File: src/rtl/display_channel_lru_allocator_assert.svh
// assertion macros shared by the channel allocator rtl
`ifndef DISPLAY_CHANNEL_LRU_ALLOCATOR_ASSERT_SVH
`define DISPLAY_CHANNEL_LRU_ALLOCATOR_ASSERT_SVH

// consequent must hold in the same cycle as the antecedent
`define DCLA_ASSERT_NOW(lbl, ante, cons, msg) \
    lbl: assert property (@(posedge clk) disable iff (!rst_n) (ante) |-> (cons)) \
        else $error(msg);

// consequent must hold in the cycle after the antecedent
`define DCLA_ASSERT_NEXT(lbl, ante, cons, msg) \
    lbl: assert property (@(posedge clk) disable iff (!rst_n) (ante) |=> (cons)) \
        else $error(msg);

`endif

File: src/rtl/dcla_pkg.sv
// shared constants, types and helpers for the channel allocator
package dcla_pkg;

    localparam int NUM_CHANNELS = 6;
    localparam int NUM_CLIENTS  = 64;
    localparam int NUM_SYNCS    = 15;

    localparam int ACTION_W = 3;
    localparam int CLIENT_W = 6;
    localparam int SYNC_W   = 4;
    localparam int REQ_W    = 8;
    localparam int TIME_W   = 32;
    localparam int CH_OUT_W = 3;

    localparam int IN_DATA_W  = 56;
    localparam int OUT_DATA_W = 8;

    localparam int CH_W      = $clog2(NUM_CHANNELS);
    localparam int CLIENT_AW = (NUM_CLIENTS > 1) ? $clog2(NUM_CLIENTS) : 1;
    localparam int SYNC_AW   = (NUM_SYNCS > 1) ? $clog2(NUM_SYNCS) : 1;
    localparam int OWNER_W   = $clog2(NUM_SYNCS + 1);

    localparam int ENTRY_W    = TIME_W + OWNER_W;
    localparam int CHAN_ROW_W = NUM_CHANNELS * ENTRY_W;
    localparam int SYNC_ROW_W = NUM_CLIENTS * CH_W;

    // reciprocal for the channel modulo of an 8-bit request
    localparam int MOD_SHIFT = 16;
    localparam int RECIP     = (1 << MOD_SHIFT) / NUM_CHANNELS + 1;
    localparam int PROD_W    = REQ_W + MOD_SHIFT + 1;
    localparam int QN_W      = REQ_W + 4;

    typedef enum logic [ACTION_W-1:0] {
        ACT_CONNECT = 3'd0,
        ACT_CREATE  = 3'd1,
        ACT_AUTO    = 3'd2,
        ACT_MANUAL  = 3'd3,
        ACT_SHOW    = 3'd4,
        ACT_CLEAR   = 3'd5
    } action_t;

    typedef struct packed {
        logic            done;
        logic [CH_W-1:0] best;
    } lru_status_t;

    function automatic logic [CH_W-1:0] chan_mod(input logic [REQ_W-1:0] v);
        logic [PROD_W-1:0] prod;
        logic [REQ_W-1:0]  q;
        logic [QN_W-1:0]   qn;
        logic [REQ_W-1:0]  r;
        prod = PROD_W'(v) * PROD_W'(RECIP);
        q    = prod[MOD_SHIFT +: REQ_W];
        qn   = QN_W'(q) * QN_W'(NUM_CHANNELS);
        r    = v - qn[REQ_W-1:0];
        return r[CH_W-1:0];
    endfunction

endpackage

File: src/rtl/dcla_lru.sv
// iterative least-recently-used search, one timestamp compare per cycle
module dcla_lru
    import dcla_pkg::*;
(
    input  logic              clk,
    input  logic              rst_n,
    input  logic              start,
    input  logic [TIME_W-1:0] times [NUM_CHANNELS],
    output lru_status_t       status
);

    logic              busy_reg,  busy_next;
    logic              done_reg,  done_next;
    logic [CH_W-1:0]   idx_reg,   idx_next;
    logic [CH_W-1:0]   best_reg,  best_next;
    logic [TIME_W-1:0] btime_reg, btime_next;

    always_comb
    begin
        busy_next  = busy_reg;
        done_next  = 1'b0;
        idx_next   = idx_reg;
        best_next  = best_reg;
        btime_next = btime_reg;
        if (start)
        begin
            busy_next  = 1'b1;
            idx_next   = CH_W'(1);
            best_next  = '0;
            btime_next = times[0];
        end
        else if (busy_reg)
        begin
            // strict compare keeps the lowest index on ties
            if (times[idx_reg] < btime_reg)
            begin
                best_next  = idx_reg;
                btime_next = times[idx_reg];
            end
            if (idx_reg == CH_W'(NUM_CHANNELS - 1))
            begin
                busy_next = 1'b0;
                done_next = 1'b1;
            end
            else
            begin
                idx_next = idx_reg + CH_W'(1);
            end
        end
    end

    always_ff @(posedge clk or negedge rst_n)
    begin
        if (!rst_n)
        begin
            busy_reg <= 1'b0;
            done_reg <= 1'b0;
        end
        else
        begin
            busy_reg <= busy_next;
            done_reg <= done_next;
        end
    end

    always_ff @(posedge clk)
    begin
        idx_reg   <= idx_next;
        best_reg  <= best_next;
        btime_reg <= btime_next;
    end

    assign status.done = done_reg;
    assign status.best = best_reg;

endmodule
File: config.mk
export PLATFORM = sky130hd
export DESIGN_NAME = dcla_lru
export DESIGN_NICKNAME = d
export VERILOG_FILES = /design/src/rtl/display_channel_lru_allocator_assert.svh /design/src/rtl/dcla_pkg.sv /design/src/rtl/dcla_lru.sv
export SDC_FILE = /design/constraint.sdc
export NUM_CORES = 1
export LEC_CHECK = 0
export BUFFER_PORTS_ARGS = -buffer_cell sky130_fd_sc_hd__buf_4
export CAP_MARGIN = 20
export CORE_ASPECT_RATIO = 0.6
export CORE_MARGIN = 10
export CORE_UTILIZATION = 47
export DETAILED_ROUTE_END_ITERATION = 16
export PLACE_DENSITY = 0.88
export RECOVER_POWER = 25
export SKIP_CTS_REPAIR_TIMING = 1
export SLEW_MARGIN = 20
export SYNTH_ARGS = -nofsm -noshare
export SYNTH_HDL_FRONTEND = slang
export SYNTH_SLANG_ARGS = --single-unit
File: constraint.sdc
create_clock -name clk -period 5.7 [get_ports clk]
set_clock_uncertainty 0.05 [all_clocks]
set_input_delay 0.285 -clock clk [delete_from_list [all_inputs] [get_ports clk]]
set_output_delay 0.285 -clock clk [all_outputs]
set_load 0.03 [all_outputs]
======== Yosys cells after proc, flatten, opt, wreduce, memory -nomap -nowiden ========
Index checks and enable logic that the tools add are counted.
W data, S select, Z words.
word-level totals
  output and inout port bits .............. 4
  register bits ........................... 40
cells by class
  equal/unequal tests ..................... 1
  reduce and logical (&&, ||, !) cells .... 5
  mux-type cells .......................... 12
  bitwise operators ....................... 2
  magnitude comparators ................... 2
  add/subtract/negate cells ............... 1
operator list
  cell                   count
  $mux W32               5
  $bmux W32 S3           1
  $lt A32 B32 Y1         1
  $mux W1                6
  $reduce_and A2 Y1      3
  $ge A4 B4 Y1 const B   1
  $not A3 Y4             1
  $reduce_bool A2 Y1     2
  $add A3 B1 Y3 const B  1
  $eq A3 B3 Y1 const B   1
  $not A1 Y1             1

======== Depth between registers and ports, before layout ========
  depth in word-level cells ............... 8
  depth in mapped cells ................... 12
  mapped depth without buffers ............ 10

======== Worst setup path after synthesis ========
No wires, ideal clock.
  kind .................................... reg-to-reg
  start ................................... reg idx_reg[0]
  end ..................................... reg btime_reg[0], enable pin
  path slack .............................. 1.513 ns
  stages on the path, launching flop included .. 12
  required time ........................... 5.262 ns
  arrival ................................. 3.749 ns
  library setup time ...................... 0.388 ns
  cells stage by stage .................... dfxtp_1 > buf_2 > buf_4 > mux4_2 > inv_1 > o22ai_1 > ha_1 > a2111oi_0 > o21ai_0 > o22a_1 > o41ai_4 > a21o_1
on the way
  cells in the longest elaborated chain, start to end .. 7
RTL lines
  item                                          RTL line        text
  from (decl)                                   dcla_lru.sv:14  logic [CH_W-1:0] idx_reg, idx_next;
  from (signal assigned)                        dcla_lru.sv:68  idx_reg <= idx_next;
  $not A3 Y4 (not written as such)              dcla_lru.sv:35  if (times[idx_reg] < btime_reg)
  $bmux W32 S3                                  dcla_lru.sv:35
  $mux W32 (not written as such) (2 in series)  dcla_lru.sv:35
  $lt A32 B32 Y1                                dcla_lru.sv:35
  $reduce_bool A2 Y1 (no source line)           --
  $reduce_and A2 Y1 (no source line)            --
  to (signal assigned)                          dcla_lru.sv:70  btime_reg <= btime_next;
  to (decl)                                     dcla_lru.sv:16  logic [TIME_W-1:0] btime_reg, btime_next;
Every way passes these cells. The select of a mux whose other input is x is not followed.
A chain may end at the register's enable or synchronous reset.

======== Worst setup path in the final report ========
  start ................................... reg idx_reg[0]
  end ..................................... reg btime_reg[5], enable pin
The elaborated chain is that of the path after synthesis.

==> flow_metrics.py <==
metrics = {
    "outcome": {
        "status": "complete, no violations",
    },
    "logic_synthesis": {
        "synth.cell_area_um2": 4000,
        "synth_top_cell_by_area": "edfxtp_1",
        "yosys-top-cells-area": "edfxtp_1, mux4_2, ha_1, mux2_2, mux2i_1",
        "synth_cells": 363,
        "synthTopCellsByCount": "inv_1, ha_1, edfxtp_1, mux2_2, mux2i_1",
        "ys_seq_area_share_pct": 28.3,
        "syn_area_per_cell_um2": 11.0,
        "syn-num-nets": 591,
        "yosysWarnings": 0,
        "yosysMostFrequentCell": "inv_1",
        "synth_edf_count": 32,
        "synth_top_area_share_pct": 24.0,
        "ys.flop_type": "edfxtp_1",
        "async_flop_share_pct": 5.00,
        "yosysUniqueCellTypes": 46,
        "ys_ff_latch": 40,
    },
    "routing": {
        "drt-initial-drc-count": 226,
        "ant_nets": 0,
        "via_per_inst": 5.57,
        "drt_pass1_iterations": 4,
        "wl_per_cell_um": 20.0,
        "drc": 0,
        "num_vias": 3669,
        "wl_um": 13200,
    },
    "global_routing": {
        "antenna_found_initial": 0,
        "gr-total-overflow": 0,
        "track_usage_pct": 19.7,
        "grt_pass1_wl_um": 20800,
        "grt_max_degree": 48,
        "first_global_vias": 4076,
    },
    "floorplanning": {
        "start_util_pct": 49.5,
        "row_count": 25,
        "fp.dieH_um": 91.4,
        "core_area_um2": 8070,
        "die_x_um": 139,
        "io_pins": 199,
        "fp.dieArea_um2": 12700,
    },
    "final_layout": {
        "antenna_cells": 0,
        "layout.area.seq_um2": 1140,
        "largest_reg_flops": 32,
        "area_growth_pct": 42.7,
        "fillerInstances": 603,
        "layout-drive-gt1-share_pct": 50.1,
        "stdcell_count": 659,
        "multi_input_area_um2": 2500,
        "nNetsFinal": 778,
    },
    "timing": {
        "period_share_pct": 82.7,
        "hold_violations": 0,
        "period_needed_ps": 4710,
        "fmax_ghz": 0.212,
        "tightest_slew_ps": 802,
        "setup_ws_ps": 988,
        "tns_ps": 0,
        "rsz0062_at_grt": "no",
        "slew_headroom_pct": 46.5,
        "finalSetupViolCount": 0,
        "report.final.slew_viol_count": 0,
    },
    "setup_path": {
        "critPathLaunchType": "flip-flop",
        "crit_required_ps": 5640,
        "path_max_fanout": 47,
        "crit_arrival_ps": 4650,
        "end_kind": "flip-flop",
        "critPathKind": "reg2reg",
    },
    "cts": {
        "clk_pin_slew_worst_paths_ps": 60,
        "cts_max_path_buffers": 2,
        "cts_tree": "built",
        "clock_latency_ps": 280,
        "numCtsBuffers": 5,
        "numClockSinks": 40,
        "cts_root_buffer": "clkbuf_16",
        "cts-htree-levels": 2,
    },
    "power_and_ir_drop": {
        "peakVddDrop_uv": 258,
        "powerDensity_nw_per_um2": 453,
        "p_leak_nw": 2.83,
    },
    "min_path": {
        "hold_path_class": "in2reg",
    },
    "place": {
        "port_buffers": 198,
        "place_ws_ps": 941,
        "dp.cells": 650,
        "place.gp.congestion": 0.944,
        "hpwl_um": 10800,
    },
    "flow_run": {
        "drv_cap": 0,
    },
}
[cell usage in the layout, fill, tap and decap left out, types with 2 or more instances in the layout]
cell type	n
buf_4	197
inv_1	60
ha_1	33
mux2i_1	32
mux2_2	32
edfxtp_1	32
mux4_2	31
o22ai_1	31
a21oi_1	12
nand2_1	6
clkbuf_1	6
nand3_1	5
clkbuf_16	5
clkinv_1	4
nor2_1	4
and4_1	4
o21ai_0	4
nand4_1	4
a21o_1	4
dfxtp_1	4
nor2b_1	3
o21ai_1	3
and3_1	2
a2111oi_0	2
o211a_1	2
a211oi_1	2
and4b_1	2
dfrtp_1	2
clkbuf_8	2
[layout make-up]
| cell class | count | share of cell area [%] |
|---|---|---|
| Multi-Input combinational cell | 234 | 43.9 |
| Tap cell | 108 | 2.37 |
| Inverter | 65 | 4.28 |
| Timing Repair Buffer | 204 | 26.8 |
| Clock buffer | 8 | 2.74 |
| Sequential cell | 40 | 19.9 |
[routing by layer]
| layer | track usage (%) | vias up | wire length [µm] |
|---|---|---|---|
| li1 | - | 1757 | - |
| met1 | 23.1 | 1725 | 5570 |
| met2 | 34.5 | 168 | 6390 |
| met3 | 6.55 | 19 | 1030 |
| met4 | 3.98 | 0 | 187 |
| met5 | 0 | - | 0 |
[power by group]
part | internal [mW] | total (mW) | switching (mW) | leakage, nW
combinational | 0.811 | 1.65 | 0.844 | 2.35
sequential | 0.528 | 0.639 | 0.111 | 0.403
clock | 0.186 | 0.292 | 0.106 | 0.0772
total | 1.53 | 2.59 | 1.06 | 2.83
[worst max-delay path: stages, from the launching register on]
cell     delay, ps
dfxtp_4        870
buf_4          490
mux4_2         540
inv_1           80
o22ai_1        100
ha_1           350
a21o_1         190
a21o_1         180
a21o_1         210
o41ai_4        400
a21o_1         670
buf_12         240
[cells by family (layout without fill, tap and decap cells)]
family | count (synthesis) | after routing | share of synthesized area (%)
compound gates | 69 | 69 | 11.9
xor+xnor | 1 | 1 | 0.219
fa+ha+maj | 33 | 33 | 10.3
buf+inv | 89 | 277 | 9.08
flops | 40 | 40 | 28.3
mux | 97 | 97 | 35.1
simple gates | 34 | 34 | 5.01
[stage by stage]
stage               utilization [%]  area, µm²  power [mW]  hold WS [ps]
floorplan                         -       4000        1.89         -60.6
global placement               68.8       5560        2.20          17.2
detailed placement             68.8       5560        2.31          19.5
CTS                            70.8       5710        2.61          -274
global route                   70.7       5700        2.81           274
finish                         70.7       5700        2.59           272
[worst paths after layout]
| check | from | to | slack [ps] | cells past startpoint |
|---|---|---|---|---|
| max | idx_reg[0] | btime_reg[5] | 990 | 11 |
| min in group asynchronous | rst_n | busy_reg | 280 | 2 |
| min reg2reg | best_reg[0] | best_reg[0] | 450 | 2 |
| min | times[164] | btime_reg[4] | 270 | 2 |
| max in group asynchronous | rst_n | done_reg | 5200 | 2 |
| max reg2reg | idx_reg[0] | btime_reg[5] | 990 | 11 |
Power figures use the tool's default switching activity.
