<file path="config.mk">
export PLATFORM = sky130hd
export DESIGN_NAME = dcla_ram
export DESIGN_NICKNAME = d
export VERILOG_FILES = /design/src/rtl/display_channel_lru_allocator_assert.svh /design/src/rtl/dcla_ram.sv
export SDC_FILE = /design/constraint.sdc
export NUM_CORES = 1
export LEC_CHECK = 0
export ABC_CLOCK_PERIOD_IN_PS = 1700
export BUFFER_PORTS_ARGS = -buffer_cell sky130_fd_sc_hd__buf_2
export CAP_MARGIN = 0
export CORE_ASPECT_RATIO = 0.75
export CORE_UTILIZATION = 35
export DETAILED_ROUTE_END_ITERATION = 12
export GPL_TIMING_DRIVEN = 0
export SETUP_SLACK_MARGIN = 0.4
export SYNTH_ARGS = -nofsm -noshare
export SYNTH_HDL_FRONTEND = slang
export SYNTH_SLANG_ARGS = --single-unit
</file>
<file path="constraint.sdc">
create_clock -name clk -period 1.7 [get_ports clk]
set_input_delay 0.255 -clock clk [delete_from_list [all_inputs] [get_ports clk]]
set_output_delay 0.255 -clock clk [all_outputs]
set_load 0.005 [all_outputs]
</file>
<file path="src/rtl/display_channel_lru_allocator_assert.svh">
// assertion macros shared by the channel allocator rtl
`ifndef DISPLAY_CHANNEL_LRU_ALLOCATOR_ASSERT_SVH
`define DISPLAY_CHANNEL_LRU_ALLOCATOR_ASSERT_SVH

// consequent must hold in the same cycle as the antecedent
`define DCLA_ASSERT_NOW(lbl, ante, cons, msg) \
    lbl: assert property (@(posedge clk) disable iff (!rst_n) (ante) |-> (cons)) \
        else $error(msg);

// consequent must hold in the cycle after the antecedent
`define DCLA_ASSERT_NEXT(lbl, ante, cons, msg) \
    lbl: assert property (@(posedge clk) disable iff (!rst_n) (ante) |=> (cons)) \
        else $error(msg);

`endif

</file>
<file path="src/rtl/dcla_ram.sv">
// generic single-port-write ram with registered read
module dcla_ram #(
    parameter int WIDTH = 8,
    parameter int DEPTH = 16
) (
    input  logic                                      clk,
    input  logic                                      we,
    input  logic [((DEPTH > 1) ? $clog2(DEPTH) : 1)-1:0] waddr,
    input  logic [WIDTH-1:0]                          wdata,
    input  logic                                      re,
    input  logic [((DEPTH > 1) ? $clog2(DEPTH) : 1)-1:0] raddr,
    output logic [WIDTH-1:0]                          rdata
);

    logic [WIDTH-1:0] mem [DEPTH];
    logic [WIDTH-1:0] rdata_reg;

    always_ff @(posedge clk)
    begin
        if (we)
        begin
            mem[waddr] <= wdata;
        end
        if (re)
        begin
            rdata_reg <= mem[raddr];
        end
    end

    assign rdata = rdata_reg;

endmodule

</file>
==> After elaboration in Yosys (flattened, before gate mapping) <==
Memory sizes are Yosys's and may differ from the RTL's. A register that Yosys moved wholly into a read port is not among the register bits.
Index checks and enable logic that the tools add are counted.
{ "totals": {"ff_bits": 0, "ramBits": 128, "inputBits": 19, "output_inout_bits": 8, "elab_cells": 3, "mem_count": 1} }
{ "op_classes": {"mux": 2} }
{ "mem_list": {"columns": ["name", "words", "word_bits", "rd", "rd_ports_with_merged_regs", "write_ports", "line", "text"], "rows": [
  ["mem", 16, 8, 1, 1, 1, "dcla_ram.sv:15", "logic [WIDTH-1:0] mem [DEPTH];"]
]} }
{ "op_table": {"columns": ["operator", "n"], "rows": [
  ["$mux W1", 2]
]} }

==> Logic depth before layout (Yosys ltp) <==
Gate-level depths: netlist of run 1.
{ "depth": {"depth_word": 2, "ltp_mapped": 5, "ltp_nobuf": 3} }

==> Least setup slack after synthesis of run 1 <==
No wires, ideal clock.
{ "synth_timing": {"kind": "input -> register", "start": "input waddr[2] (netlist bit)", "end": "memory mem[0][0], enable pin", "setup_ns": 0.383, "arrival_time_ns": 1.365, "required_time_ns": 1.317, "path_slack_ns": -0.048, "stages": 2, "path_cell_list": "or3b_2 > nor3_1"} }
{ "synth_lines": {"columns": ["item", "line", "text"], "rows": [
  ["from (decl)", "dcla_ram.sv:8", "input logic [((DEPTH > 1) ? $clog2(DEPTH) : 1)-1:0] waddr,"],
  ["to (decl)", "dcla_ram.sv:15", null]
]} }
No word-level cell before the write port.

==> results of run 1 <==
## power by group
group | switching (uW) | leakage (uW) | internal, uW | total, uW
Clock | 1300 | 0.000272 | 2130 | 3430
Sequential | 16.8 | 0.00124 | 3780 | 3800
Combinational | 229 | 0.000497 | 171 | 400
## metal layers
| layer | wire, um | global-route usage, % | vias to the layer above |
|---|---|---|---|
| met4 | 105 | 5.99 | 0 |
| met3 | 570 | 4.05 | 12 |
| li1 | - | - | 1060 |
| met2 | 4560 | 20.3 | 67 |
| met1 | 5100 | 22.1 | 1259 |
| met5 | 0 | 0 | - |
## metrics by stage
stage | worst slack (ns) | setup TNS (ns) | cell area (sq um) | hold slack (ns)
floorplan | 0.245 | 0 | 5250 | 0.354
global placement | -0.0306 | -0.853 | 5620 | 0.647
detailed placement | -0.0739 | -1.91 | 5620 | 0.647
CTS | 0.296 | 0 | 6200 | 0.209
global route | 0.247 | 0 | 6280 | 0.223
finish | 0.301 | 0 | 6280 | 0.228
## cell type report
type                            instances  area (sq um)
Fill cell                            1247          8220
Sequential cell                       136          4080
Multi-Input combinational cell         83          1140
Clock buffer                           21           440
Tap cell                              200           250
Timing Repair Buffer                   26           145
Buffer                                 10           120
Clock inverter                         11           106
## cell usage in the layout, fill, tap and decap left out
cell                              synthesis  final
sky130_fd_sc_hd__clkinvlp_4               0      1
sky130_fd_sc_hd__buf_8                    0      1
sky130_fd_sc_hd__nand2b_1                 2      2
sky130_fd_sc_hd__and2b_1                  1      1
sky130_fd_sc_hd__nor2_1                  13      1
sky130_fd_sc_hd__nand2_1                  9      8
sky130_fd_sc_hd__nand3b_1                 2      2
sky130_fd_sc_hd__buf_2                    3     28
sky130_fd_sc_hd__clkbuf_1                 0      4
sky130_fd_sc_hd__nand2_2                  0      1
sky130_fd_sc_hd__nor2_4                   0      1
sky130_fd_sc_hd__nor3_4                   0      3
sky130_fd_sc_hd__nor2b_1                  1      1
sky130_fd_sc_hd__or3b_4                   0      1
sky130_fd_sc_hd__bufinv_16                0      2
sky130_fd_sc_hd__nor2_2                   0     11
sky130_fd_sc_hd__a22oi_2                  0     11
sky130_fd_sc_hd__nor3_2                   0      1
sky130_fd_sc_hd__edfxtp_1               136    136
sky130_fd_sc_hd__a22oi_1                 16      5
sky130_fd_sc_hd__clkdlybuf4s25_2          3      3
sky130_fd_sc_hd__mux4_2                  18     32
sky130_fd_sc_hd__and2_1                   1      1
sky130_fd_sc_hd__clkinv_2                 0      7
sky130_fd_sc_hd__nand3_1                  1      1
sky130_fd_sc_hd__clkbuf_16                0     17
sky130_fd_sc_hd__buf_12                   0      4
sky130_fd_sc_hd__clkinv_1                 0      1
## repair_timing
item | 4_1_cts | 5_1_grt
gates cloned | 0 | 0
setup buffers | 0 | 1
pin swaps | 6 | 1
gates resized for setup | 9 | 16
endpoints found under the setup margin | 19 | 98
## worst max-delay path by stage
stage / end / slack, ns / cells past startpoint
floorplan: rdata[1]$_DFFE_PP_ / 0.24 / 5
global placement: rdata[6]$_DFFE_PP_ / -0.03 / 5
detailed placement: mem[0][3]$_DFFE_PP_ / -0.07 / 3
CTS: rdata[6]$_DFFE_PP_ / 0.30 / 3
global route: rdata[4]$_DFFE_PP_ / 0.25 / 3
finish: rdata[4]$_DFFE_PP_ / 0.30 / 3
## logic make-up after synthesis
group	after synthesis	share of synthesized area [%]
simple gates	35	3.14
compound gates	16	2.30
flops	136	78.1
buf+inv	10	1.65
mux	32	14.8
==> results.md, run 1 <==
- Setup-failing EPs final: 0
- Total number of vias: 2398
- Actual transition at the worst max-transition pin: 0.939 ns
- Crit-path max cell delay: 0.50 ns
- Netlist area before placement: 5230 sq um
- Initial DRC Count: 160
- Fraction of registers with async set/reset: 0%
- Clock slew at reported path FFs: 0.06 ns
- Leakage: 0.00200 uW
- Total clock buffers created by CTS: 17
- Hpwl dp: 6.58 mm
- Slew Viols, Final: 0
- Final net count: 293
- Total nets after synthesis: 248
- CTS Buffer Depth: 2
- Main area contributors after synthesis: sky130_fd_sc_hd__edfxtp_1, sky130_fd_sc_hd__mux4_2, sky130_fd_sc_hd__mux4_1, sky130_fd_sc_hd__a22oi_1, sky130_fd_sc_hd__nor2_1
- Cell count after placement: 454
- Pwr Total: 7630 uW
- Reported max-cap violation count: 0
- Maximum clock frequency: 715 MHz
- Synth-to-Final Area Change: 20.2%
- Mean instance size in the synthesized netlist: 22.8 sq um
- Final standard cell utilization of the core: 43.3%
- Post-layout minimum cycle time: 1.40 ns
- Post-synthesis cell type count: 18
- # H-tree levels: 4
- Fraction of layout instances using a drive strength above 1: 43.2%
- Most used standard cells in the synthesized netlist: sky130_fd_sc_hd__edfxtp_1, sky130_fd_sc_hd__mux4_2, sky130_fd_sc_hd__a22oi_1
- Peak ir drop on the vdd network: 0.655 mV
- Startpoint class of the critical path: flip-flop
- Num Clock Sinks: 136
- Cell depth of the worst hold path: 1
- Standard cell core area: 14500 sq um
- Most instantiated library cell after synthesis: sky130_fd_sc_hd__edfxtp_1
- Slowest stage cell on the critical path: sky130_fd_sc_hd__mux4_2
- Number of cells in the finished layout apart from fillers: 487
- Origin of the worst min-delay path: wdata[6]
- Critical path buffer and inverter count: 0
- Run status: complete, no violations
- Cell breakdown of the critical path: mux4_2, a22oi_2, nand2_1
- Number of ports placed on the die boundary: 27
- Effective utilization at floorplan: 36.0%
- Global-route congestion overflow total: 0
- Average routed wire per standard cell: 21.2 um
- DRC viols: 0
- Area of the die: 15400 sq um
- Max reg flops: 128
- CTS Root Buffer Type: sky130_fd_sc_hd__clkbuf_16
- Global-route total usage across every layer: 14.8%
- Reg2Reg Capture Point: rdata[4]$_DFFE_PP_
- Share of the synthesized area in the top cell type: 78.1%
- Ys flop type: sky130_fd_sc_hd__edfxtp_1
- Sequential cell area fraction in the yosys report: 78.1%
- Register-to-register setup slack: 0.30 ns
- Vertical die dimension: 108 um
- Initial antenna violation count: 0
- Die boundary width: 143 um
- Family of cells with the greatest summed delay on the critical path: multiplexers
- Cells after Synth: 229
- CP Capture Type: flip-flop
- Worst Path Class, Setup: flip-flop to flip-flop
- Final worst clock skew: 0.00963 ns
- Cell type with the highest aggregate area in the netlist: sky130_fd_sc_hd__edfxtp_1
- Type of the worst min-delay path: input pin to flip-flop
- Pin count of the biggest net entering global routing: 17
- Power Density: 1210 nW/um^2
- Largest fanout on the critical path: 1
- Critical path origin: mem[11][4]$_DFFE_PP_
- Clock insertion delay at the later pin of the skew report: 0.41 ns
- Vias per cell: 4.92
- Drt total wl: 10.3 mm
- Origin of the critical flop-to-flop path: mem[11][4]$_DFFE_PP_
- Final critical-path share of the clock period: 82.3%
- Headroom to the max-slew limit: 37.2%
- Inserted Diodes: 0
- Final count of hold timing violations: 0
- Post-DRT Antenna Nets: 0
- Setup repair after global routing missed its margin: yes
- Signal arrival time at the worst endpoint: 1.55 ns
- Placer's final routability congestion estimate: 0.699
- Worst path required time: 1.85 ns
- Port Buffers: 25
- R2R cell count: 3
- Clock tree from TritonCTS: built
- Total number of yosys warnings: 0
- Flip-flop and latch count after synthesis: 136
- Number of rows in the core area: 38
- Number of flops mapped to enable cells by yosys: 136
- Number of global-route vias before repair: 2408
- Total of hold buffers inserted after clock tree synthesis: 0
- Worst-case hold path end point: mem[10][6]$_DFFE_PP_
- Global-route wire length before repair: 15.4 mm
- Router iterations before antenna repair: 4
Power figures use the tool's default switching activity.
==> run 2, diff against run 1 <==
Settings changed: ABC_CLOCK_PERIOD_IN_PS 1700 to 1100.
Clock period 1.7 ns to 1.1 ns, I/O delays scaled along.
==> run 2 against run 1 <==
The flow now finishes with violations (setup timing). Routed wire length grew 3.9%. Final cell count grew 4.1%. Total power is 62% higher. Critical path depth unchanged. Worst hold slack got worse by 0.084 ns. Clock power up 69%. Via count rose by 5.0%. Non-clock buffer count is 20 higher. Maximum frequency is 0.16% higher.
==> results.md, run 2 (synthesis gave the netlist of run 1 again) <==
- Run status: finished with violations
- Failing checks: setup timing
- Placer's final routability congestion estimate: 0.710
- Power Density: 1810 nW/um^2
- Global-route total usage across every layer: 15.7%
- Logic gate share of total power: 5.8%
- Router iterations before antenna repair: 4
- Register-to-register setup slack: -0.30 ns
- Number of ports placed on the die boundary: 27
- Net Sw Power: 2460 uW
- Switching power as a share of total power: 19.9%
- Post-layout minimum cycle time: 1.40 ns
- Register share of total power: 47.3%
- Leading cell type in the layout, fill and taps excluded: sky130_fd_sc_hd__edfxtp_1
- Final critical-path share of the clock period: 127%
- Final worst clock skew: 0.00905 ns
- Setup repair after global routing missed its margin: yes
- Inserted Diodes: 0
- Port Buffers: 25
- Drt total wl: 10.7 mm
- Clock tree from TritonCTS: built
- Headroom to the max-slew limit: 37.3%
- Final Worst Setup Slack: -0.297 ns
- Average routed wire per standard cell: 21.2 um
- Die boundary width: 143 um
- CTS Root Buffer Type: sky130_fd_sc_hd__clkbuf_16
- Setup-failing EPs final: 8
- Initial DRC Count: 214
- CTS Buffer Depth: 2
- Synth-to-Final Area Change: 30.9%
- Standard cell core area: 14500 sq um
- Clock insertion delay at the later pin of the skew report: 0.41 ns
- Number of rows in the core area: 38
- Reported max-cap violation count: 0
- Leakage: 0.00221 uW
- Worst Path Class, Setup: flip-flop to flip-flop
- Pin count of the biggest net entering global routing: 17
- Area of the die: 15400 sq um
- Clock power frac: 46.8%
- Slew Viols, Final: 0
- CP Capture Type: flip-flop
- Largest fanout on the critical path: 1
- Final count of hold timing violations: 0
- Final net count: 313
- Actual transition at the worst max-transition pin: 0.936 ns
- Vertical die dimension: 108 um
- Met2 layer usage reported by global route: 23.7%
- Global-route congestion overflow total: 0
- Worst path required time: 1.26 ns
- Last element of the critical path: rdata[4]$_DFFE_PP_
- Cell breakdown of the critical path: mux4_2, a22oi_2, nand2_1
- Hpwl dp: 6.78 mm
- Origin of the critical flop-to-flop path: mem[11][4]$_DFFE_PP_
- Leading cell types in the layout, fill and taps excluded: sky130_fd_sc_hd__edfxtp_1, sky130_fd_sc_hd__mux4_2, sky130_fd_sc_hd__buf_2
- Pwr Total: 12400 uW
- Crit-path max cell delay: 0.50 ns
- Peak ir drop on the vdd network: 1.10 mV
- Cell internal pwr: 9920 uW
- Fraction of layout instances using a drive strength above 1: 48.5%
- DRC viols: 0
- Origin of the worst min-delay path: wdata[5]
- Worst hold margin: 0.144 ns
- Max reg flops: 128
- Type of the worst min-delay path: input pin to flip-flop
- R2R cell count: 3
- Met1 usage in global routing: 21.4%
- Num Clock Sinks: 136
- Clock slew at reported path FFs: 0.06 ns
- Reg2Reg Capture Point: rdata[4]$_DFFE_PP_
- Post-DRT Antenna Nets: 0
- Startpoint class of the critical path: flip-flop
- Total clock buffers created by CTS: 17
- Effective utilization at floorplan: 36.0%
- Slowest stage cell on the critical path: sky130_fd_sc_hd__mux4_2
- Number of global-route vias before repair: 2684
- Maximum clock frequency: 716 MHz
- GR peak layer: met2
- GR Util met3: 4.31%
- Critical path origin: mem[11][4]$_DFFE_PP_
- Initial antenna violation count: 0
- Signal arrival time at the worst endpoint: 1.55 ns
- # H-tree levels: 4
- Total number of vias: 2517
- Global-route wire length before repair: 16.4 mm
- Vias per cell: 4.96
==> run 2: power groups by stage <==
stage	Sequential [uW]	Combinational, uW	Clock (uW)
after floorplan	5970	359	0
after global placement	5970	610	0
after detailed placement	5970	623	0
after CTS	5870	728	5890
after global routing	5870	775	6100
final	5860	721	5800
==> run 2: worst max-delay path: cells and delay by family, from the launching register on <==
| family | cells | cell delay, ns |
|---|---|---|
| AO/OA/AOI/OAI | 1 | 0.19 |
| flip-flops | 1 | 0.36 |
| multiplexers | 1 | 0.50 |
| AND/OR/NAND/NOR | 1 | 0.09 |
==> run 2: what timing repair did <==
item                                    4_1_cts  5_1_grt
pin swaps                                    23       12
cloned                                        0        0
hold buffers                                  0        0
endpoints found under the setup margin      144      123
setup buffers                                21        0
resized for setup                            26        3
==> run 2: how the worst min path moves through the flow <==
stage	end	slack (ns)	cells past startpoint
3_3_place_gp	mem[14][5]$_DFFE_PP_	0.55	1
5_1_grt	rdata[6]$_DFFE_PP_	0.13	1
6_report	mem[13][5]$_DFFE_PP_	0.14	1
4_1_cts	rdata[5]$_DFFE_PP_	0.13	1
2_1_floorplan	mem[0][0]$_DFFE_PP_	0.26	0
3_5_place_dp	rdata[1]$_DFFE_PP_	0.56	1
==> run 2: layer usage <==
| layer | wire length (um) | vias to the layer above |
|---|---|---|
| met4 | 115 | 0 |
| met1 | 4570 | 1323 |
| met3 | 870 | 12 |
| li1 | - | 1107 |
| met2 | 5170 | 75 |
| met5 | 0 | - |
==> run 2: area by class of cell <==
class                   count  area [sq um]
plain buffers              10           120
clock inverters            15           184
clock buffers              17           425
multi-input cells          83          1230
well taps                 200           250
repair buffers             46           546
flip-flops and latches    136          4080
fillers                  1193          7660
==> run 2: stage by stage <==
stage | instances | setup TNS, ns | utilization, % | instance area, sq um | setup WS [ns]
after floorplan | 229 | -5.84 | - | 5380 | -0.265
after global placement | 454 | -45.76 | 39.7 | 5760 | -0.592
after detailed placement | 454 | -48.51 | 39.7 | 5760 | -0.609
after CTS | 507 | -2.23 | 47.1 | 6830 | -0.305
after global routing | 507 | -2.56 | 47.2 | 6840 | -0.336
final | 507 | -2.10 | 47.2 | 6840 | -0.297
